`config.mk`:
```
export PLATFORM = sky130hd
export DESIGN_NAME = first_fit_page_allocator
export DESIGN_NICKNAME = d
export VERILOG_FILES = /design/src/hdl/ffpa_pkg.sv /design/src/hdl/first_fit_page_allocator.sv
export SDC_FILE = /design/constraint.sdc
export NUM_CORES = 2
export LEC_CHECK = 0
export ABC_CLOCK_PERIOD_IN_PS = 18350
export BUFFER_PORTS_ARGS = -buffer_cell sky130_fd_sc_hd__buf_2
export CORE_MARGIN = 2
export CORE_UTILIZATION = 28
export DETAILED_ROUTE_END_ITERATION = 16
export GPL_ROUTABILITY_DRIVEN = 0
export PLACE_DENSITY = 0.52
export SLEW_MARGIN = 15
export SYNTH_ARGS = -nofsm -noshare
export SYNTH_HDL_FRONTEND = slang
export SYNTH_SLANG_ARGS = --single-unit
```
`constraint.sdc`:
```
create_clock -name clock -period 18.35 [get_ports clock]
set_input_delay 2.7525 -clock clock [delete_from_list [all_inputs] [get_ports clock]]
set_output_delay 2.7525 -clock clock [all_outputs]
set_load 0.1 [all_outputs]
```
`src/hdl/ffpa_pkg.sv`:
```
// ----------------------------------------------------------------------------
// ffpa_pkg: shared codes of the first-fit page allocator
// Request kinds and response status codes used on the stream ports.
// ----------------------------------------------------------------------------
package ffpa_pkg;

   localparam int STATUS_W = 2;

   localparam logic MODE_ALLOC = 1'b0;
   localparam logic MODE_FREE  = 1'b1;

   localparam logic [STATUS_W-1:0] ST_OK    = 2'd0;
   localparam logic [STATUS_W-1:0] ST_NOFIT = 2'd1;
   localparam logic [STATUS_W-1:0] ST_BAD   = 2'd2;

endpackage

```
`src/hdl/first_fit_page_allocator.sv`:
```
// ----------------------------------------------------------------------------
// first_fit_page_allocator: first-fit contiguous page allocator
// A request word either allocates a run of pages from the lowest free block
// that is long enough, or frees a run and merges it with its free neighbors.
// - The request stream carries the kind (allocate or free) in req_tuser and
//   the count and base page in req_tdata. Each request gives one response
//   word: status in rsp_tuser, page index and remaining free total in rsp_tdata.
// - One request is handled at a time; req_tready is low while it is worked on.
//   A single page store port, walked one address a cycle, sets the cost: an
//   allocate runs a first-fit search and then an update; a free checks the
//   run page by page, marks it free, then merges it with the free blocks
//   above and below.
// - After reset, and after every csr_we write of the managed size, a clearing
//   pass rebuilds the pool; no request is taken meanwhile.
// - The response sits in an output register while rsp_tready is low. The next
//   request is still taken and worked on, but its response waits in the
//   sequencer until the register drains, and no further request is taken.
// ----------------------------------------------------------------------------
module first_fit_page_allocator #(
   parameter int PAGES = 256,
   localparam int IDX_W = $clog2(PAGES),
   localparam int CNT_W = $clog2(PAGES + 1),
   localparam int REQ_DW = ((CNT_W + IDX_W + 7) / 8) * 8,
   localparam int RSP_DW = ((IDX_W + CNT_W + 7) / 8) * 8
) (
   input  logic                           clock,
   input  logic                           reset,
   // Request words.
   input  logic                           req_tvalid,
   output logic                           req_tready,
   input  logic [REQ_DW-1:0]              req_tdata,   // page_count, base_page
   input  logic                           req_tuser,   // mode
   // Response words.
   output logic                           rsp_tvalid,
   input  logic                           rsp_tready,
   output logic [RSP_DW-1:0]              rsp_tdata,   // page_index, free_total
   output logic [ffpa_pkg::STATUS_W-1:0]  rsp_tuser,   // status
   // Managed size register.
   input  logic                           csr_we,
   input  logic [CNT_W-1:0]               csr_wdata
);

   localparam int PTR_W = CNT_W + 1;
   localparam int ST_W  = 4;

   localparam logic [ST_W-1:0] S_INIT    = 4'd0;
   localparam logic [ST_W-1:0] S_IDLE    = 4'd1;
   localparam logic [ST_W-1:0] S_A_SCAN  = 4'd2;
   localparam logic [ST_W-1:0] S_A_CLR   = 4'd3;
   localparam logic [ST_W-1:0] S_A_REM   = 4'd4;
   localparam logic [ST_W-1:0] S_F_CHK   = 4'd5;
   localparam logic [ST_W-1:0] S_F_SET   = 4'd6;
   localparam logic [ST_W-1:0] S_F_TOPRD = 4'd7;
   localparam logic [ST_W-1:0] S_F_TOPCK = 4'd8;
   localparam logic [ST_W-1:0] S_F_TOPCL = 4'd9;
   localparam logic [ST_W-1:0] S_F_BSTRT = 4'd10;
   localparam logic [ST_W-1:0] S_F_BELOW = 4'd11;
   localparam logic [ST_W-1:0] S_F_BCLR  = 4'd12;
   localparam logic [ST_W-1:0] S_F_DONE  = 4'd13;
   localparam logic [ST_W-1:0] S_RESP    = 4'd14;

   localparam logic [PTR_W-1:0] PAGES_P = PTR_W'(PAGES);
   localparam logic [PTR_W-1:0] LAST_P  = PTR_W'(PAGES - 1);
   localparam logic [PTR_W-1:0] ONE_P   = PTR_W'(1);
   localparam logic [CNT_W-1:0] PAGES_C = CNT_W'(PAGES);
   localparam logic [CNT_W-1:0] RESET_M = CNT_W'((PAGES < 256) ? PAGES : 256);

   // Page store: free flags and block lengths, one port each way.
   logic             free_mem [PAGES];
   logic [CNT_W-1:0] len_mem  [PAGES];

   logic             free_rd_ff;
   logic [CNT_W-1:0] len_rd_ff;

   logic [ST_W-1:0]  state_ff, state_in;
   logic [PTR_W-1:0] ptr_ff, ptr_in;
   logic             rd_valid_ff, rd_valid_in;
   logic [PTR_W-1:0] rd_addr_ff, rd_addr_in;
   logic [CNT_W-1:0] managed_ff, managed_in;
   logic [CNT_W-1:0] free_count_ff, free_count_in;
   logic [CNT_W-1:0] cnt_ff, cnt_in;
   logic [IDX_W-1:0] base_ff, base_in;
   logic [CNT_W-1:0] len_ff, len_in;
   logic [ffpa_pkg::STATUS_W-1:0] res_status_ff, res_status_in;
   logic [IDX_W-1:0] res_index_ff, res_index_in;
   logic             rsp_valid_ff, rsp_valid_in;
   logic [ffpa_pkg::STATUS_W-1:0] rsp_status_ff, rsp_status_in;
   logic [IDX_W-1:0] rsp_index_ff, rsp_index_in;
   logic [CNT_W-1:0] rsp_total_ff, rsp_total_in;

   logic             rd_issue;
   logic [PTR_W-1:0] rd_ptr;
   logic             free_we;
   logic [IDX_W-1:0] free_waddr;
   logic             free_wdata;
   logic             len_we;
   logic [IDX_W-1:0] len_waddr;
   logic [CNT_W-1:0] len_wdata;

   logic             req_accept;
   logic             req_mode;
   logic [CNT_W-1:0] req_count;
   logic [IDX_W-1:0] req_base;
   logic [PTR_W-1:0] req_top;
   logic [PTR_W-1:0] top_w;
   logic [PTR_W-1:0] base_p;
   logic [CNT_W-1:0] csr_sat;

   assign req_tready = (state_ff == S_IDLE);
   assign req_accept = req_tvalid && req_tready;
   assign req_mode   = req_tuser;
   assign req_count  = req_tdata[CNT_W-1:0];
   assign req_base   = req_tdata[CNT_W+IDX_W-1:CNT_W];
   assign req_top    = PTR_W'(req_base) + PTR_W'(req_count);
   assign base_p     = PTR_W'(base_ff);
   assign top_w      = base_p + PTR_W'(cnt_ff);
   assign csr_sat    = (csr_wdata > PAGES_C) ? PAGES_C : csr_wdata;

   assign rsp_tvalid = rsp_valid_ff;
   assign rsp_tuser  = rsp_status_ff;
   assign rsp_tdata  = RSP_DW'({rsp_total_ff, rsp_index_ff});

   always_ff @(posedge clock) begin
      if (free_we) begin
         free_mem[free_waddr] <= free_wdata;
      end
      if (len_we) begin
         len_mem[len_waddr] <= len_wdata;
      end
      free_rd_ff <= free_mem[rd_ptr[IDX_W-1:0]];
      len_rd_ff  <= len_mem[rd_ptr[IDX_W-1:0]];
   end

   always_comb begin
      state_in      = state_ff;
      ptr_in        = ptr_ff;
      managed_in    = managed_ff;
      free_count_in = free_count_ff;
      cnt_in        = cnt_ff;
      base_in       = base_ff;
      len_in        = len_ff;
      res_status_in = res_status_ff;
      res_index_in  = res_index_ff;
      rsp_valid_in  = rsp_valid_ff && !rsp_tready;
      rsp_status_in = rsp_status_ff;
      rsp_index_in  = rsp_index_ff;
      rsp_total_in  = rsp_total_ff;
      rd_issue      = 1'b0;
      rd_ptr        = ptr_ff;
      free_we       = 1'b0;
      free_waddr    = ptr_ff[IDX_W-1:0];
      free_wdata    = 1'b0;
      len_we        = 1'b0;
      len_waddr     = ptr_ff[IDX_W-1:0];
      len_wdata     = '0;

      unique case (state_ff)
         S_INIT: begin
            free_we    = 1'b1;
            free_wdata = (ptr_ff < PTR_W'(managed_ff));
            len_we     = 1'b1;
            len_wdata  = (ptr_ff == '0) ? managed_ff : '0;
            ptr_in     = ptr_ff + ONE_P;
            if (ptr_ff == LAST_P) begin
               state_in = S_IDLE;
            end
         end
         S_IDLE: begin
            if (req_accept) begin
               cnt_in  = req_count;
               base_in = req_base;
               ptr_in  = '0;
               if (req_mode == ffpa_pkg::MODE_ALLOC) begin
                  if (req_count == '0) begin
                     res_status_in = ffpa_pkg::ST_BAD;
                     res_index_in  = '0;
                     state_in      = S_RESP;
                  end else if (req_count > free_count_ff) begin
                     res_status_in = ffpa_pkg::ST_NOFIT;
                     res_index_in  = '0;
                     state_in      = S_RESP;
                  end else begin
                     state_in = S_A_SCAN;
                  end
               end else begin
                  if (req_count == '0 || req_top > PTR_W'(managed_ff)) begin
                     res_status_in = ffpa_pkg::ST_BAD;
                     res_index_in  = '0;
                     state_in      = S_RESP;
                  end else begin
                     ptr_in   = PTR_W'(req_base);
                     state_in = S_F_CHK;
                  end
               end
            end
         end
         S_A_SCAN: begin
            // Reads stream one address ahead of the fit check.
            rd_issue = (ptr_ff < PAGES_P);
            if (rd_issue) begin
               ptr_in = ptr_ff + ONE_P;
            end
            if (rd_valid_ff) begin
               if (free_rd_ff && len_rd_ff >= cnt_ff) begin
                  rd_issue = 1'b0;
                  ptr_in   = rd_addr_ff;
                  base_in  = rd_addr_ff[IDX_W-1:0];
                  len_in   = len_rd_ff;
                  state_in = S_A_CLR;
               end else if (rd_addr_ff == LAST_P) begin
                  res_status_in = ffpa_pkg::ST_NOFIT;
                  res_index_in  = '0;
                  state_in      = S_RESP;
               end
            end
         end
         S_A_CLR: begin
            free_we    = (ptr_ff < PAGES_P);
            free_wdata = 1'b0;
            if (ptr_ff == base_p) begin
               len_we    = 1'b1;
               len_waddr = base_ff;
               len_wdata = '0;
            end
            ptr_in = ptr_ff + ONE_P;
            if (ptr_ff == top_w - ONE_P) begin
               state_in = S_A_REM;
            end
         end
         S_A_REM: begin
            // The unused tail of the block becomes a block of its own.
            if (len_ff > cnt_ff && top_w < PAGES_P) begin
               len_we    = 1'b1;
               len_waddr = top_w[IDX_W-1:0];
               len_wdata = len_ff - cnt_ff;
            end
            free_count_in = free_count_ff - cnt_ff;
            res_status_in = ffpa_pkg::ST_OK;
            res_index_in  = base_ff;
            state_in      = S_RESP;
         end
         S_F_CHK: begin
            rd_issue = (ptr_ff != top_w);
            if (rd_issue) begin
               ptr_in = ptr_ff + ONE_P;
            end
            if (rd_valid_ff) begin
               if (free_rd_ff) begin
                  rd_issue      = 1'b0;
                  res_status_in = ffpa_pkg::ST_BAD;
                  res_index_in  = '0;
                  state_in      = S_RESP;
               end else if (rd_addr_ff == top_w - ONE_P) begin
                  ptr_in   = base_p;
                  state_in = S_F_SET;
               end
            end
         end
         S_F_SET: begin
            free_we    = 1'b1;
            free_wdata = 1'b1;
            len_we     = 1'b1;
            len_wdata  = (ptr_ff == base_p) ? cnt_ff : '0;
            len_in     = cnt_ff;
            ptr_in     = ptr_ff + ONE_P;
            if (ptr_ff == top_w - ONE_P) begin
               state_in = S_F_TOPRD;
            end
         end
         S_F_TOPRD: begin
            if (top_w < PAGES_P) begin
               rd_issue = 1'b1;
               rd_ptr   = top_w;
               state_in = S_F_TOPCK;
            end else begin
               state_in = S_F_BSTRT;
            end
         end
         S_F_TOPCK: begin
            if (free_rd_ff) begin
               len_in    = len_ff + len_rd_ff;
               len_we    = 1'b1;
               len_waddr = base_ff;
               len_wdata = len_ff + len_rd_ff;
               state_in  = S_F_TOPCL;
            end else begin
               state_in = S_F_BSTRT;
            end
         end
         S_F_TOPCL: begin
            len_we    = 1'b1;
            len_waddr = top_w[IDX_W-1:0];
            len_wdata = '0;
            state_in  = S_F_BSTRT;
         end
         S_F_BSTRT: begin
            if (base_ff != '0) begin
               ptr_in   = base_p - ONE_P;
               state_in = S_F_BELOW;
            end else begin
               state_in = S_F_DONE;
            end
         end
         S_F_BELOW: begin
            // Walk down to the head of the free block just below; the pointer
            // wraps past page zero, which stops further reads.
            rd_issue = !ptr_ff[PTR_W-1];
            if (rd_issue) begin
               ptr_in = ptr_ff - ONE_P;
            end
            if (rd_valid_ff) begin
               if (rd_addr_ff == base_p - ONE_P && !free_rd_ff) begin
                  rd_issue = 1'b0;
                  state_in = S_F_DONE;
               end else if (len_rd_ff != '0 || rd_addr_ff == '0) begin
                  rd_issue  = 1'b0;
                  len_we    = 1'b1;
                  len_waddr = rd_addr_ff[IDX_W-1:0];
                  len_wdata = len_rd_ff + len_ff;
                  state_in  = S_F_BCLR;
               end
            end
         end
         S_F_BCLR: begin
            len_we    = 1'b1;
            len_waddr = base_ff;
            len_wdata = '0;
            state_in  = S_F_DONE;
         end
         S_F_DONE: begin
            free_count_in = free_count_ff + cnt_ff;
            res_status_in = ffpa_pkg::ST_OK;
            res_index_in  = '0;
            state_in      = S_RESP;
         end
         S_RESP: begin
            if (!rsp_valid_ff || rsp_tready) begin
               rsp_valid_in  = 1'b1;
               rsp_status_in = res_status_ff;
               rsp_index_in  = res_index_ff;
               rsp_total_in  = free_count_ff;
               state_in      = S_IDLE;
            end
         end
         default: begin
            state_in = S_IDLE;
         end
      endcase

      // A write of the managed size rebuilds the whole pool.
      if (csr_we) begin
         managed_in    = csr_sat;
         free_count_in = csr_sat;
         ptr_in        = '0;
         rd_issue      = 1'b0;
         state_in      = S_INIT;
      end
   end

   assign rd_valid_in = rd_issue;
   assign rd_addr_in  = rd_ptr;

   always_ff @(posedge clock) begin
      if (reset) begin
         state_ff      <= S_INIT;
         ptr_ff        <= '0;
         rd_valid_ff   <= 1'b0;
         managed_ff    <= RESET_M;
         free_count_ff <= RESET_M;
         rsp_valid_ff  <= 1'b0;
      end else begin
         state_ff      <= state_in;
         ptr_ff        <= ptr_in;
         rd_valid_ff   <= rd_valid_in;
         managed_ff    <= managed_in;
         free_count_ff <= free_count_in;
         rsp_valid_ff  <= rsp_valid_in;
      end
   end

   always_ff @(posedge clock) begin
      rd_addr_ff    <= rd_addr_in;
      cnt_ff        <= cnt_in;
      base_ff       <= base_in;
      len_ff        <= len_in;
      res_status_ff <= res_status_in;
      res_index_ff  <= res_index_in;
      rsp_status_ff <= rsp_status_in;
      rsp_index_ff  <= rsp_index_in;
      rsp_total_ff  <= rsp_total_in;
   end

   // A failed request never reports a page.
   a_fail_index_zero : assert property (@(posedge clock) disable iff (reset)
      rsp_tvalid && rsp_tuser != ffpa_pkg::ST_OK |-> rsp_index_ff == '0)
      else $error("failed response carries a nonzero page index");

   // The free total never exceeds the managed pool.
   a_free_bounded : assert property (@(posedge clock) disable iff (reset)
      free_count_ff <= managed_ff)
      else $error("free page total exceeds managed size");

   // Only one request is worked on at a time.
   a_one_at_a_time : assert property (@(posedge clock) disable iff (reset)
      req_accept |=> !req_tready)
      else $error("request taken while another is in progress");

   // No request is taken during the clearing pass.
   a_no_req_in_init : assert property (@(posedge clock) disable iff (reset)
      state_ff == S_INIT |-> !req_tready)
      else $error("request taken during pool clearing pass");

endmodule

```
== Yosys cells after proc, flatten, opt, wreduce, memory -nomap -nowiden ==
Memories as Yosys holds them, arrays and structs flattened. A register that Yosys moved wholly into a read port is not among the register bits.
Cells that the tools add are included.

* Register bits after elaboration: 99
* Latch bits: 0
* Bits in writable memories: 2560
* Bits in read-only memories: 0
* Input port bits: 39
* Output and inout port bits: 28
* Logic and storage cells: 224
* Memories kept: 2

{| class="wikitable"
|+ Memories
! memory !! depth !! width !! rd ports !! clocked after memory_dff !! wr ports !! line !! text
|-
| len_mem || 256 || 9 || 1 || 1 || 1 || first_fit_page_allocator.sv:70 || <nowiki>logic [CNT_W-1:0] len_mem [PAGES];</nowiki>
|-
| free_mem || 256 || 1 || 1 || 1 || 1 || first_fit_page_allocator.sv:69 || <nowiki>logic free_mem [PAGES];</nowiki>
|}

* Add/sub/neg operators: 10
* Multipliers: 0
* Divide/modulo/power cells: 0
* Magnitude comparators: 8
* Equal/unequal tests: 41
* Shift operators: 0
* Multiplexer cells: 109
* Bitwise gates (word level): 0
* Reduce and logical (&&, ||, !) cells: 38

{| class="wikitable"
|+ Operators by type and width
! kind !! number
|-
| 2-to-1 mux 8 bit || 21
|-
| 2-to-1 mux 10 bit || 12
|-
| 2-to-1 mux 9 bit || 12
|-
| 2-to-1 mux 4 bit || 18
|-
| one-hot mux 10 bit (6 select lines) || 1
|-
| one-hot mux 4 bit (14 select lines) || 1
|-
| one-hot mux 8 bit (6 select lines) || 1
|-
| one-hot mux 9 bit (5 select lines) || 1
|-
| one-hot mux 8 bit (5 select lines) || 1
|-
| equality test 10 bit || 3
|-
| equality test 4 bit, second input constant || 7
|-
| inequality test 2 bit, second input constant || 14
|-
| one-hot mux 9 bit (3 select lines) || 1
|-
| 2-to-1 mux 2 bit || 12
|-
| adder 8 x 9 -> 10 bit || 2
|-
| equality test 10 x 8 -> 1 bit, second input constant || 2
|-
| zero test 10 bit || 2
|-
| less-than comparator 10 x 9 -> 1 bit, second input constant || 2
|-
| 2-to-1 mux 1 bit || 20
|-
| subtractor 10 x 1 -> 10 bit, second input constant || 2
|-
| adder 9 bit || 2
|-
| > comparator 9 bit || 2
|-
| one-hot mux 9 bit (2 select lines) || 1
|-
| AND reduction 9 bit || 2
|-
| 41 further kinds || 64
|}

== Longest topological paths before layout ==
* Depth after elaboration: 8
* Gate-level depth with buffers: 18
* Gate-level depth less buffers: 17

== Least setup slack after synthesis ==
No wires, ideal clock.

* Path type: reg2reg
* Start point: register ptr_ff[1]
* End point: memory free_mem[0], data pin
* Setup time: 2.966 ns
* Arrival time: 15.842 ns
* Required time: 15.384 ns
* Path slack: -0.457 ns
* Cell stages (with the launch flop): 12
* Buffers on the path: 0
* Period minus slack after synthesis: 18.807 ns
* Cell sequence: dfxtp_1 ha_1 a21o_1 a21o_1 a21o_1 a21oi_1 nor2b_1 o21ai_0 nand2b_1 a21oi_1 nor2b_1 o41ai_1

* Longest elaborated chain between the ends: 2

{| class="wikitable"
|+ Ends and longest elaborated chain
! element !! line !! text
|-
| from (decl) || first_fit_page_allocator.sv:76 || <nowiki>logic [PTR_W-1:0] ptr_ff, ptr_in;</nowiki>
|-
| from (signal assigned) || first_fit_page_allocator.sv:373 || <nowiki>ptr_ff <= ptr_in;</nowiki>
|-
| less-than comparator 10 x 9 -> 1 bit || first_fit_page_allocator.sv:160 || <nowiki>free_wdata = (ptr_ff < PTR_W'(managed_ff));</nowiki>
|-
| one-hot mux 1 bit (2 select lines) || first_fit_page_allocator.sv:157 || <nowiki>unique case (state_ff)</nowiki>
|-
| named net free_wdata || first_fit_page_allocator.sv:95 || <nowiki>logic free_wdata;</nowiki>
|-
| to (decl) || first_fit_page_allocator.sv:69 ||
|}

The timed path passes the listed nets, and every way through them passes these cells.

== Worst setup path in the final report ==
* Start point: register base_ff[0]
* End point: register len_rd_ff[1], read port of len_mem

* Longest elaborated chain between the ends: 4

{| class="wikitable"
|+ Ends and longest elaborated chain
! element !! line !! text
|-
| from (decl) || first_fit_page_allocator.sv:82 || <nowiki>logic [IDX_W-1:0] base_ff, base_in;</nowiki>
|-
| from (signal assigned) || first_fit_page_allocator.sv:384 || <nowiki>base_ff <= base_in;</nowiki>
|-
| adder 8 x 9 -> 10 bit * || first_fit_page_allocator.sv:116 || <nowiki>assign top_w = base_p + PTR_W'(cnt_ff);</nowiki>
|-
| less-than comparator 10 x 9 -> 1 bit || first_fit_page_allocator.sv:271 || <nowiki>if (top_w < PAGES_P) begin</nowiki>
|-
| 2-to-1 mux 10 bit * || first_fit_page_allocator.sv:271 ||
|-
| 2-to-1 mux 10 bit * || first_fit_page_allocator.sv:157 ||
|-
| to (decl) || first_fit_page_allocator.sv:73 || <nowiki>logic [CNT_W-1:0] len_rd_ff;</nowiki>
|}

Mark *: on every way between the ends. The rest lies on a longest branch, timed or not.
A chain may end at the register's enable or synchronous reset.

==> run metrics <==
Synth area leaders edfxtp_1 70%, nand2_1 6.7%, mux2i_1 4.8%; final WL 324,000 microns; total power 14.8 mW; worst hold path class reg2reg; DRT Pass-1 Iters 6; number of DRC markers in iteration 0 7,566; status complete, no violations; count leader, synth edfxtp_1; setup ws final 9.98 ns; synthesized area per cell 12.9 sq um; critical path's slowest cell nor4_2; sequential share of the synthesized area 0.710; Cell Rows 232; CTS tree built; pin count of the biggest net entering global routing 257; largest driver fanout on the critical path 59; Max-Cap Viols 0; Final Hold Viols 0; Routed Antenna Nets 0; Post-CTS Setup Repair Bufs 0; Post-Synthesis Cell Area 112,000 sq um; CP Capture Type register; total core area 399,000 sq um; Longest Clk Path Bufs 4; register bit count reported by yosys 2,669; number of I/O pins 67; Gate Count Post-Synth 8,702; Synth top cells by count 2,615 x edfxtp_1, 1,991 x nand2_1, 619 x nor2_1; Final HPWL DP 188,000 microns; Post-synth EDFFs 2,615; Avg WL per Cell 23.0 microns; FFs w/ async S/R, synth 0; Via density 5.02; P&R area growth vs syn 13.8%; clock network latency to the later pin of the worst-skew pair 0.90 ns; RSZ-0062 raised after global routing no; startpoint types register; antenna violations before repair 7; Crit Path Class reg2reg; Placement Setup Slack 10.0 ns; CP peak stage delay 0.93 ns; maximum vdd ir drop 110 uV; Port Buffers 52; post-layout minimum cycle time 8.37 ns; Worst slew margin 0.0883; top cell type's share of synthesized area 0.701; synth warn 0; Max Clk Rate 119 MHz; worst-margin pin slew 1.37 ns; total track usage 0.154; setup TNS 0 ns; skew final 0.0548 ns; static leakage 41.4 nW; drc violations 0; power density cells 116 nW/um^2; Top delay family on crit path buffers and inverters; Nets 8,757; WP data arrival 9.08 ns; final cycle utilization of the critical path 0.456; WHS 0.425 ns; CP Cell Sequence ha_1 > fa_1 > and3_1 > o21a_1 > o221a_2 > o21ai_0 > a221o_4 > buf_4 > buf_4 > buf_4 > buf_4 > mux2i_1 > a32oi_1 > o22ai_1 > nor4_2 > nand4_1; Crit path buffers/inverters 4; area leader, netlist edfxtp_1; hold buffer count at cts 0; cell mode on critical path buf_4; initial core utilization 0.281; ys flop type edfxtp_1; TritonCTS buffer count 293; vias in the first global route 68,070; Die Height 637 microns; Pins Over Slew Limit 0; worst path required time 19.06 ns; total gr overflow 0; # clock sinks 2,669; H-tree levels 5; CTS root buf clkbuf_16; Setup Viol. Count Final 0; post-CTS sizing 0; share of cells above drive strength 1 0.0828; Yosys cell types 95; first-pass GRT wire length 469,000 microns; Reg clk slew, reported paths 0.06 ns; via count 70,994; Finished Core Util 0.320; Die X-Extent 637 microns; Die ar. 405,000 sq um
==> state kept, by name (all words and copies together), names as in the netlist, 2 cells and up <==
signal         flops
rsp_tuser          2
res_index_ff       8
free_count_ff      9
rsp_index_ff       8
rd_addr_ff        10
managed_ff         9
cnt_ff             9
state_ff           4
rsp_total_ff       9
len_ff             9
len_mem         2304
base_ff            8
len_rd_ff          9
free_mem         256
res_status_ff      2
ptr_ff            10
==> logic make-up (layout without fill, tap and decap cells) <==
| family | after synthesis | count (layout) | share of synthesized area |
|---|---|---|---|
| AND/OR/NAND/NOR | 3711 | 3711 | 0.143 |
| other | 1 | 13 | 0.0000335 |
| adder cells (fa/ha/maj) | 88 | 88 | 0.0102 |
| flip-flops | 2669 | 2669 | 0.710 |
| AO/OA/AOI/OAI | 944 | 944 | 0.0562 |
| XOR/XNOR | 109 | 109 | 0.00901 |
| multiplexers | 542 | 542 | 0.0484 |
| buffers and inverters | 638 | 792 | 0.0231 |
==> power breakdown <==
part	leakage, nW	switching (mW)	internal, mW	total, mW
combinational	12.4	1.53	0.507	2.04
sequential	24.5	0.0682	6.97	7.04
clock	4.49	2.40	3.28	5.68
total	41.4	4.00	10.8	14.8
==> path summary, 6_finish.rpt <==
| path | startpoint | endpoint | slack (ns) | depth (start not counted) |
|---|---|---|---|---|
| worst min register to register | res_index_ff[4] | rsp_index_ff[4] | 0.43 | 0 |
| worst min-delay path | res_index_ff[4] | rsp_index_ff[4] | 0.43 | 0 |
| worst max-delay path | base_ff[0] | len_rd_ff[1] | 9.98 | 16 |
| worst max register to register | base_ff[0] | len_rd_ff[1] | 9.98 | 16 |
==> final cells by class <==
class | instances | area (sq um)
fill | 39261 | 271000
multi-input combinational | 5401 | 30300
timing repair buffer | 192 | 1540
sequential | 2669 | 79600
antenna | 6 | 15.0
tap | 5265 | 6590
inverter | 73 | 284
clock buffer | 363 | 7760
clock inverter | 164 | 1410
==> layout by cell type (no fill, tap or decap), drive strengths merged, types with 21 or more instances in the layout <==
cell type | Yosys | layout
a21o | 22 | 22
a21oi | 257 | 257
a31oi | 56 | 56
a32oi | 171 | 171
buf | 174 | 192
clkbuf | 391 | 363
clkinv | 2 | 121
dfxtp | 54 | 54
edfxtp | 2615 | 2615
ha | 83 | 83
inv | 71 | 87
mux2i | 542 | 542
nand2 | 1999 | 1999
nand3 | 612 | 612
nand4 | 270 | 270
nor2 | 640 | 640
nor2b | 21 | 21
nor3 | 49 | 49
nor4 | 28 | 28
o21ai | 194 | 194
o22ai | 44 | 44
o31ai | 24 | 24
xnor2 | 70 | 70
xor2 | 35 | 35
==> stage by stage <==
step	instances	cell area (sq um)
final	14133	128000
after global routing	14128	127000
after CTS	14127	127000
after detailed placement	13600	118000
after global placement	13600	118000
after floorplan	8708	112000
==> per-layer routing <==
| metal | routed length [microns] | GRT usage | vias up |
|---|---|---|---|
| li1 | - | - | 32034 |
| met1 | 140000 | 0.213 | 35815 |
| met3 | 23300 | 0.0248 | 489 |
| met2 | 150000 | 0.246 | 2656 |
| met5 | 0 | 0 | - |
| met4 | 11300 | 0.0511 | 0 |
(Power assumes the default switching activity.)
